===== src/rtl/i128alu_pkg.sv =====
// Package for the 128-bit ALU: command codes, controller states and the
// command/status structs shared by the controller and the datapath.
package i128alu_pkg;

  localparam int WORD_BITS = 128;
  localparam int HALF_BITS = WORD_BITS / 2;
  localparam int SHIFT_BITS = $clog2(WORD_BITS);
  localparam int COUNT_BITS = $clog2(WORD_BITS + 1);

  typedef enum logic [3:0] {
    CMD_ADD = 4'd0,
    CMD_SUB = 4'd1,
    CMD_MUL = 4'd2,
    CMD_DIV = 4'd3,
    CMD_AND = 4'd4,
    CMD_OR  = 4'd5,
    CMD_XOR = 4'd6,
    CMD_NOT = 4'd7,
    CMD_SHL = 4'd8,
    CMD_SAR = 4'd9,
    CMD_ROL = 4'd10,
    CMD_ROR = 4'd11,
    CMD_CMP = 4'd12
  } command_t;

  typedef enum logic [2:0] {
    ST_IDLE,
    ST_MUL,
    ST_DIV,
    ST_FIX,
    ST_DONE
  } state_t;

  // Controller to datapath.
  typedef struct packed {
    logic load;      // capture operands and do the logic-unit operations
    logic mul_step;  // one Booth iteration
    logic div_step;  // one restoring division iteration
    logic fix_sign;  // negate quotient if needed
  } dp_cmd_t;

  // Datapath to controller.
  typedef struct packed {
    logic is_mul;
    logic is_div;   // divide with nonzero divisor
    logic last;     // iteration counter on its final step
  } dp_status_t;

endpackage


===== src/rtl/i128alu_ctrl.sv =====
// Controller state machine of the 128-bit ALU: sequences load, iterations,
// sign fix and result hand-off. Depends on i128alu_pkg.
module i128alu_ctrl (
  input  logic                    clk,
  input  logic                    rst,
  input  logic                    in_valid,
  output logic                    in_ready,
  output logic                    out_valid,
  input  logic                    out_ready,
  output i128alu_pkg::dp_cmd_t    cmd,
  input  i128alu_pkg::dp_status_t status
);

  i128alu_pkg::state_t state, state_next;

  always_ff @(posedge clk) begin
    if (rst) begin
      state <= i128alu_pkg::ST_IDLE;
    end else begin
      state <= state_next;
    end
  end

  always_comb begin
    state_next = state;
    case (state)
      i128alu_pkg::ST_IDLE: begin
        if (in_valid) begin
          if (status.is_mul) state_next = i128alu_pkg::ST_MUL;
          else if (status.is_div) state_next = i128alu_pkg::ST_DIV;
          else state_next = i128alu_pkg::ST_DONE;
        end
      end
      i128alu_pkg::ST_MUL: if (status.last) state_next = i128alu_pkg::ST_DONE;
      i128alu_pkg::ST_DIV: if (status.last) state_next = i128alu_pkg::ST_FIX;
      i128alu_pkg::ST_FIX: state_next = i128alu_pkg::ST_DONE;
      i128alu_pkg::ST_DONE: if (out_ready) state_next = i128alu_pkg::ST_IDLE;
      default: state_next = i128alu_pkg::ST_IDLE;
    endcase
  end

  always_comb begin
    in_ready = (state == i128alu_pkg::ST_IDLE);
    out_valid = (state == i128alu_pkg::ST_DONE);
    cmd.load = in_ready && in_valid;
    cmd.mul_step = (state == i128alu_pkg::ST_MUL);
    cmd.div_step = (state == i128alu_pkg::ST_DIV);
    cmd.fix_sign = (state == i128alu_pkg::ST_FIX);
  end

  a_no_accept_busy: assert property (@(posedge clk) disable iff (rst)
    state != i128alu_pkg::ST_IDLE |-> !cmd.load) else $error("load while busy");
  a_fix_after_div: assert property (@(posedge clk) disable iff (rst)
    state == i128alu_pkg::ST_FIX |-> $past(state) == i128alu_pkg::ST_DIV)
    else $error("sign fix without divide");
  a_done_holds: assert property (@(posedge clk) disable iff (rst)
    out_valid && !out_ready |=> out_valid) else $error("result dropped");

endmodule


===== config.mk =====
export PLATFORM = sky130hd
export DESIGN_NAME = i128alu_ctrl
export DESIGN_NICKNAME = d
export VERILOG_FILES = /design/src/rtl/i128alu_pkg.sv /design/src/rtl/i128alu_ctrl.sv
export SDC_FILE = /design/constraint.sdc
export NUM_CORES = 1
export LEC_CHECK = 0
export ABC_AREA = 1
export BUFFER_PORTS_ARGS = -buffer_cell sky130_fd_sc_hd__buf_2
export CAP_MARGIN = 5
export CORE_AREA = 2 2 39 41
export CTS_CLUSTER_SIZE = 8
export DETAILED_ROUTE_END_ITERATION = 6
export DIE_AREA = 0 0 41 43
export GPL_ROUTABILITY_DRIVEN = 0
export PLACE_DENSITY = 0.41
export SLEW_MARGIN = 15
export SYNTH_ARGS = -nofsm -noshare
export SYNTH_HDL_FRONTEND = slang
export SYNTH_SLANG_ARGS = --single-unit

===== constraint.sdc =====
create_clock -name clk -period 1.63 [get_ports clk]
set_clock_uncertainty 0.15 [all_clocks]
set_input_delay 0.4075 -clock clk [delete_from_list [all_inputs] [get_ports clk]]
set_output_delay 0.4075 -clock clk [all_outputs]
set_load 0.005 [all_outputs]

# Yosys cells after proc, flatten, opt, wreduce, memory -nomap -nowiden
# Index checks and enable logic that the tools add are counted.
# totals
register_bits	3
input_bits	7
output_inout_bits	6
wordCells	19
# classes
n_eq_ne	8
muxes	7
n_reduce_logical	3
# op_table
operator	n
$mux W3	6
$pmux W3 S5	1
$eq A3 B2 Y1 const B	2
$ne A2 B1 Y1 const B	3
$reduce_and A4 Y1	1
$eq A3 B1 Y1 const B	1
$eq A3 B3 Y1 const B	1
$logic_not A3 Y1	1
$ne A2 B2 Y1 const B	1
$logic_and A1 B1 Y1	1

# Longest topological paths before layout
# Gate-level depths: netlist of the first run.
# logic_depth
depth_word	4
ltp_mapped	8
depth_no_buf	7

# Least setup slack after synthesis of the first run
# OpenSTA, ideal clock, no wires.
# synth_timing
path_kind	reg2out
from	register state[0]
to	output cmd[3] (netlist bit)
arrival_ps	739
required_time_ps	1072
slack_ps	333
path_stages_with_launch	4
n_path_buf	0
path_cell_list	dfxtp_1 nor2_2 inv_1 nor3_1
# synth_lines
element	line	text
from (decl)	i128alu_ctrl.sv:14	i128alu_pkg::state_t state, state_next;
from (signal assigned)	i128alu_ctrl.sv:18	state <= i128alu_pkg::ST_IDLE;
from (signal assigned)	i128alu_ctrl.sv:20	state <= state_next;
to (decl)	i128alu_ctrl.sv:10	output i128alu_pkg::dp_cmd_t cmd,

==> results.py, run 1 <==
metrics = {
    "sta": {
        "hold_viol_final": 0,
        "tightest_slew_ns": 0.143,
        "setup_viol": 0,
        "rsz0062_at_grt": "yes",
        "fin_crit_sh_pct": 97.5,
        "fin_ws_ns": 0.0414,
        "fin_crit_ns": 1.59,
        "relSlewSlack_pct": 90.4,
        "max_freq_mhz": 629,
        "report.final.slew_viol_count": 0,
    },
    "drt": {
        "top_layer": "met4",
        "dr_total_vias": 345,
        "avgViaCountPerCell": 4.01,
        "drcViolationCount": 0,
        "dr_wl_met3_um": 40,
        "wl_met1_um": 292,
        "drt_iter0_drc": 6,
        "wl_met2_um": 341,
        "routedWlPerCell_um": 8.00,
        "dr.pass1.iters": 4,
        "drtAntennaViolNets": 0,
        "routed_wl_um": 688,
    },
    "place": {
        "portBuffers": 12,
        "post-place-ws_ns": 0.163,
        "placed_area_sq_um": 338,
        "dpl.hpwl_um": 551,
    },
    "worst_setup_path": {
        "worstPathRequired_ns": 1.07,
        "worstSetupPathType": "register to output port",
        "critPathMaxFanout": 4,
        "end_kind": "output port",
        "worstPathArrival_ns": 1.03,
        "start_kind": "register",
    },
    "pwr": {
        "leakage_uw": 0.000259,
        "p_int_uw": 472,
        "power.total_uw": 836,
        "switching_share_pct": 43.6,
        "power_frac_clock_pct": 15.6,
        "p_switching_uw": 364,
        "power_frac_seq_pct": 22.8,
        "combPwrFrac_pct": 61.6,
        "vdd_drop_max_mv": 0.459,
        "powerDensity_nw_per_um2": 1960,
    },
    "yosys": {
        "yosysTopAreaCell": "dfxtp_1",
        "synth-seq-cells": 3,
        "ys_top_cells_by_area": "dfxtp_1, inv_1, nand3_1",
        "syn_nets": 58,
        "synth-warning-count": 0,
        "synth-seq-area-share_pct": 22.3,
        "synth_cell_types": 12,
        "syn_area_sq_um": 269,
        "synth.top_cell.area_share_pct": 22.3,
        "postSynthCellCount": 51,
        "syn_area_per_cell_sq_um": 5.27,
    },
    "final_layout": {
        "nets": 78,
        "syn2layout_area_growth_pct": 58.1,
        "n_antenna_cell": 0,
        "largest_reg_flops": 3,
        "postLayoutCoreUtil_pct": 30.7,
        "final_area_sq_um": 425,
        "reg_top3": "state x3",
        "regMostFlops": "state",
        "drive_gt1_share_pct": 41.4,
    },
    "die": {
        "rows": 14,
        "die_area_sq_um": 1760,
        "floorplan.initialDensity_pct": 19.4,
        "fp.dieW_um": 41,
        "pin_count": 13,
        "dieHeight_um": 43,
        "coreArea_sq_um": 1380,
    },
    "cts": {
        "cts_tree": "yes",
        "clk_latency_ns": 0.23,
        "path_clk_slew_ns": 0.04,
        "cts_buffers": 3,
        "cts_buffer_depth": 2,
        "cts.sinks": 3,
        "cts_root_buffer": "clkbuf_4",
        "htreeDepth": 1,
    },
    "global_route": {
        "globalRoute.totalOverflow": 0,
        "grt.total_usage_pct": 9.33,
        "antenna_found_initial": 0,
        "grt_pass1_vias": 319,
        "grt_pass1_wl_mm": 1.10,
        "grt_max_degree": 10,
    },
    "run": {
        "max-cap-violations": 0,
    },
    "outcome": {
        "status": "finished, final reports clean",
    },
    "hold_path": {
        "hp-class": "input port to register",
    },
}
==> Yosys cell counts <==
cell type,number
inv_2,1
nand2_2,1
nand2_1,10
nand3_1,8
dfxtp_1,3
inv_1,11
nor3_1,3
nor2_2,1
o21ai_0,1
buf_6,1
nor2_1,10
a21oi_1,1
==> critical path, stage by stage, from the launching register on <==
cell and delay, ns:
dfxtp_4 0.35, nor2_4 0.16, buf_6 0.11, nand2_2 0.04
inv_2 0.05, buf_6 0.08
==> final cells by class <==
type,instances,area [sq um]
Tap cell,16,20.0
Timing Repair Buffer,16,100
Clock buffer,4,26.3
Inverter,12,45.0
Multi-Input combinational cell,35,165
Fill cell,159,958
Sequential cell,3,68.8
==> metrics by stage <==
stage	instances	setup TNS [ns]	hold WS, ns
after floorplan	51	0	0.327
after global placement	78	0	0.419
after detailed placement	78	0	0.414
after CTS	83	0	0.201
after global routing	86	-0.0462	0.192
final	86	0	0.190
==> cell families (layout without fill, tap and decap cells) <==
family	after synthesis	in the layout	synth area share [%]
flip-flops	3	3	22.3
buffers and inverters	13	32	20.9
AO/OA/AOI/OAI	2	2	3.72
AND/OR/NAND/NOR	33	33	53.0
==> worst paths after layout <==
path / from / end / slack [ns] / cells past startpoint
min reg2reg: state[2] / state[2] / 0.40 / 2
min: rst / state[0] / 0.19 / 2
max reg2reg: state[2] / state[0] / 0.26 / 8
max: state[0] / cmd[1] / 0.04 / 5
==> power groups by stage <==
stage                     logic (uW)  registers, uW  clock network, uW
after floorplan                  327            134                  0
after global placement           402            167                  0
after detailed placement         391            167                  0
after CTS                        421            175                133
after global routing             592            198                139
final                            515            190                131
==> metal layers <==
metal / global-route usage (%) / up-vias
li1: - / 193
met1: 10.3 / 141
met2: 14.4 / 9
met3: 1.57 / 2
met4: 8.00 / 0
met5: 0 / -
==> cells in the final DEF, fill, tap and decap left out, drive strengths merged <==
master,synthesis,routed
dfxtp,3,3
inv,12,12
nor3,3,3
o21ai,1,1
nor2,11,11
buf,1,16
nand3,8,8
nand2,11,11
a21oi,1,1
clkbuf,0,4
==> timing repair <==
action,4_1_cts,5_1_grt
gates cloned,0,0
pin swaps,1,1
setup buffers,1,3
gates resized for setup,3,9
setup endpoints to repair,4,3
hold buffers,0,0
No activity file was read; power rests on OpenSTA's default activity.
==> inputs of run 2 (changes only) <==
- ABC_AREA: 1 -> unset
- GPL_TIMING_DRIVEN: unset -> 0
- PLACE_DENSITY: 0.41 -> 0.38
==> run 2 against run 1 <==
Combinational power shrank 72%. First-iteration DRC count fell by 33%. Register-to-register slack got worse by 0.10 ns. Largest cell class unchanged. Fmax is 0.83% higher. Cell count decreased by 30%. Setup slack improved by 0.013 ns. Sequential share of layout area up 2.2 points. Global-route usage is 2.0 points lower. Synthesized cell count is 47% lower. Sequential cell count is the same. Clock power hardly changed.
==> results.py, run 2 <==
metrics = {
    "outcome": {
        "status": "finished, final reports clean",
    },
    "hold_path": {
        "hp-start": "rst",
        "hp-class": "input port to register",
        "min_to": "state[0]",
        "worstHoldPathCells": 2,
    },
    "drt": {
        "routedWlPerCell_um": 9.07,
        "dr_total_vias": 255,
        "routed_wl_um": 544,
        "drt_iter0_drc": 4,
        "drcViolationCount": 0,
        "drtAntennaViolNets": 0,
        "dr.pass1.iters": 2,
        "avgViaCountPerCell": 4.25,
    },
    "yosys": {
        "syn_nets": 34,
        "synth-warning-count": 0,
        "synth_edf_count": 0,
        "yosysMostFrequentCell": "nor3_1",
        "synth_flop_cell": "dfxtp_1",
        "async_flop_share_pct": 0,
        "synth_common_cells": "nor3_1, a21oi_1, dfxtp_1, nor2_1",
        "synth-seq-cells": 3,
        "synth-seq-area-share_pct": 26.5,
        "syn_area_per_cell_sq_um": 8.39,
        "yosysTopAreaCell": "dfxtp_1",
        "syn_area_sq_um": 226,
        "ys_top_cells_by_area": "dfxtp_1, nor4b_2, nor3_1",
        "synth.top_cell.area_share_pct": 26.5,
        "synth_cell_types": 15,
        "postSynthCellCount": 27,
    },
    "die": {
        "fp.dieW_um": 41,
        "rows": 14,
        "dieHeight_um": 43,
        "coreArea_sq_um": 1380,
        "floorplan.initialDensity_pct": 16.4,
        "pin_count": 13,
        "die_area_sq_um": 1760,
    },
    "sta": {
        "report.final.slew_viol_count": 0,
        "tightest_slew_ns": 0.354,
        "fin_crit_sh_pct": 96.7,
        "relSlewSlack_pct": 76.3,
        "fin_crit_ns": 1.58,
        "max_freq_mhz": 635,
        "setup_viol": 0,
        "rsz0062_at_grt": "yes",
        "hold_viol_final": 0,
        "fin_ws_ns": 0.0545,
        "fin_hold_ws_ns": 0.207,
    },
    "worst_setup_path": {
        "worstPathRequired_ns": 1.07,
        "critPathMaxFanout": 5,
        "worstPathArrival_ns": 1.02,
        "timing.rr.end": "state[1]",
        "start_kind": "register",
        "max_stage_delay_ns": 0.32,
        "end_kind": "output port",
        "rr_worst_depth": 5,
        "reg2reg_slack_ns": 0.16,
        "r2r-start": "state[1]",
        "cpMaxStageDelayCell": "dfxtp_2",
        "worstSetupPathType": "register to output port",
        "cp_cell_sequence": "buf_6, nor3_4, and2_1, buf_2",
    },
    "cts": {
        "htreeDepth": 1,
        "cts_buffers": 3,
        "cts_buffer_depth": 2,
        "path_clk_slew_ns": 0.04,
        "clk_latency_ns": 0.23,
        "cts_root_buffer": "clkbuf_4",
        "postCtsSetupBuffers": 0,
        "cts_tree": "yes",
        "cts_hold_buf": 0,
        "cts.sinks": 3,
    },
    "pwr": {
        "power.total_uw": 388,
        "powerDensity_nw_per_um2": 1030,
        "vdd_drop_max_mv": 0.335,
        "leakage_uw": 0.000162,
    },
    "final_layout": {
        "regMostFlops": "state",
        "largest_reg_flops": 3,
        "drive_gt1_share_pct": 65.9,
        "reg_top3": "state x3",
        "final_common_cell": "buf_2",
        "regArea_sq_um": 68.8,
        "nets": 52,
        "n_antenna_cell": 0,
        "nFillCells": 166,
        "layout_common_cells": "buf_2, nor3_1, a21oi_1, clkbuf_4",
        "multi_input_area_sq_um": 176,
        "syn2layout_area_growth_pct": 65.7,
    },
    "run": {
        "max-cap-violations": 0,
    },
    "global_route": {
        "grt_max_degree": 11,
        "antenna_found_initial": 0,
        "grt_pass1_vias": 219,
        "grt.total_usage_pct": 7.33,
        "grt_pass1_wl_um": 834,
        "globalRoute.totalOverflow": 0,
    },
    "place": {
        "portBuffers": 12,
        "post-place-ws_ns": 0.116,
        "dpl.hpwl_um": 411,
    },
}
[run 2: how the worst max path moves through the flow]
| stage | from | to | cells after the start |
|---|---|---|---|
| after floorplan | state[1] | cmd[3] | 3 |
| after global placement | status[0] | state[1] | 5 |
| after detailed placement | status[0] | state[1] | 5 |
| after CTS | state[1] | cmd[3] | 4 |
| after global routing | state[1] | cmd[3] | 4 |
| final | state[1] | cmd[3] | 4 |
[run 2: per-stage QoR]
step	cells	area, sq um	utilization [%]	TNS [ns]
floorplan	27	226	-	0
CTS	59	343	24.8	0
finish	60	375	27.1	0
global route	60	375	27.1	-0.0295
detailed placement	55	307	22.2	0
global placement	55	307	22.2	0
[run 2: layout make-up]
type / instances / share of cell area [%]
clock buffers: 4 / 7.00
plain buffers: 1 / 3.00
repair buffers: 13 / 17.3
well taps: 16 / 5.33
flip-flops and latches: 3 / 18.3
inverters: 2 / 2.00
multi-input cells: 21 / 47.0
[run 2: cells by family (layout without fill, tap and decap cells)]
kind of cell           Yosys count  after routing  share of synthesized area (%)
AO/OA/AOI/OAI                    6              6                           18.2
buffers and inverters            3             20                           8.29
flip-flops                       3              3                           26.5
multiplexers                     1              1                           4.42
AND/OR/NAND/NOR                 14             14                           42.5
[run 2: power by group]
group	switching (uW)	total, uW	internal, uW
Clock	37.3	129	91.7
Sequential	26.4	114	88.0
Combinational	63.2	145	81.9
Total	127	388	262
[run 2: layer usage]
metal / wire [um] / vias up / global-route usage (%)
met2: 282 / 6 / 9.69
met3: 33 / 0 / 3.14
met4: 0 / 0 / 6.00
li1: - / 132 / -
met5: 0 / - / 0
met1: 228 / 117 / 8.68
[run 2: what timing repair did]
item,in CTS,in global routing
gates cloned,0,1
setup endpoints to repair,4,5
gates resized for setup,4,8
pin swaps,0,1
[run 2: worst max-delay path, delay by kind of cell (launching register included)]
kind                   cells  cell delay, ns
buffers and inverters      2            0.23
DFF                        1            0.32
and+or+nand+nor            2            0.23
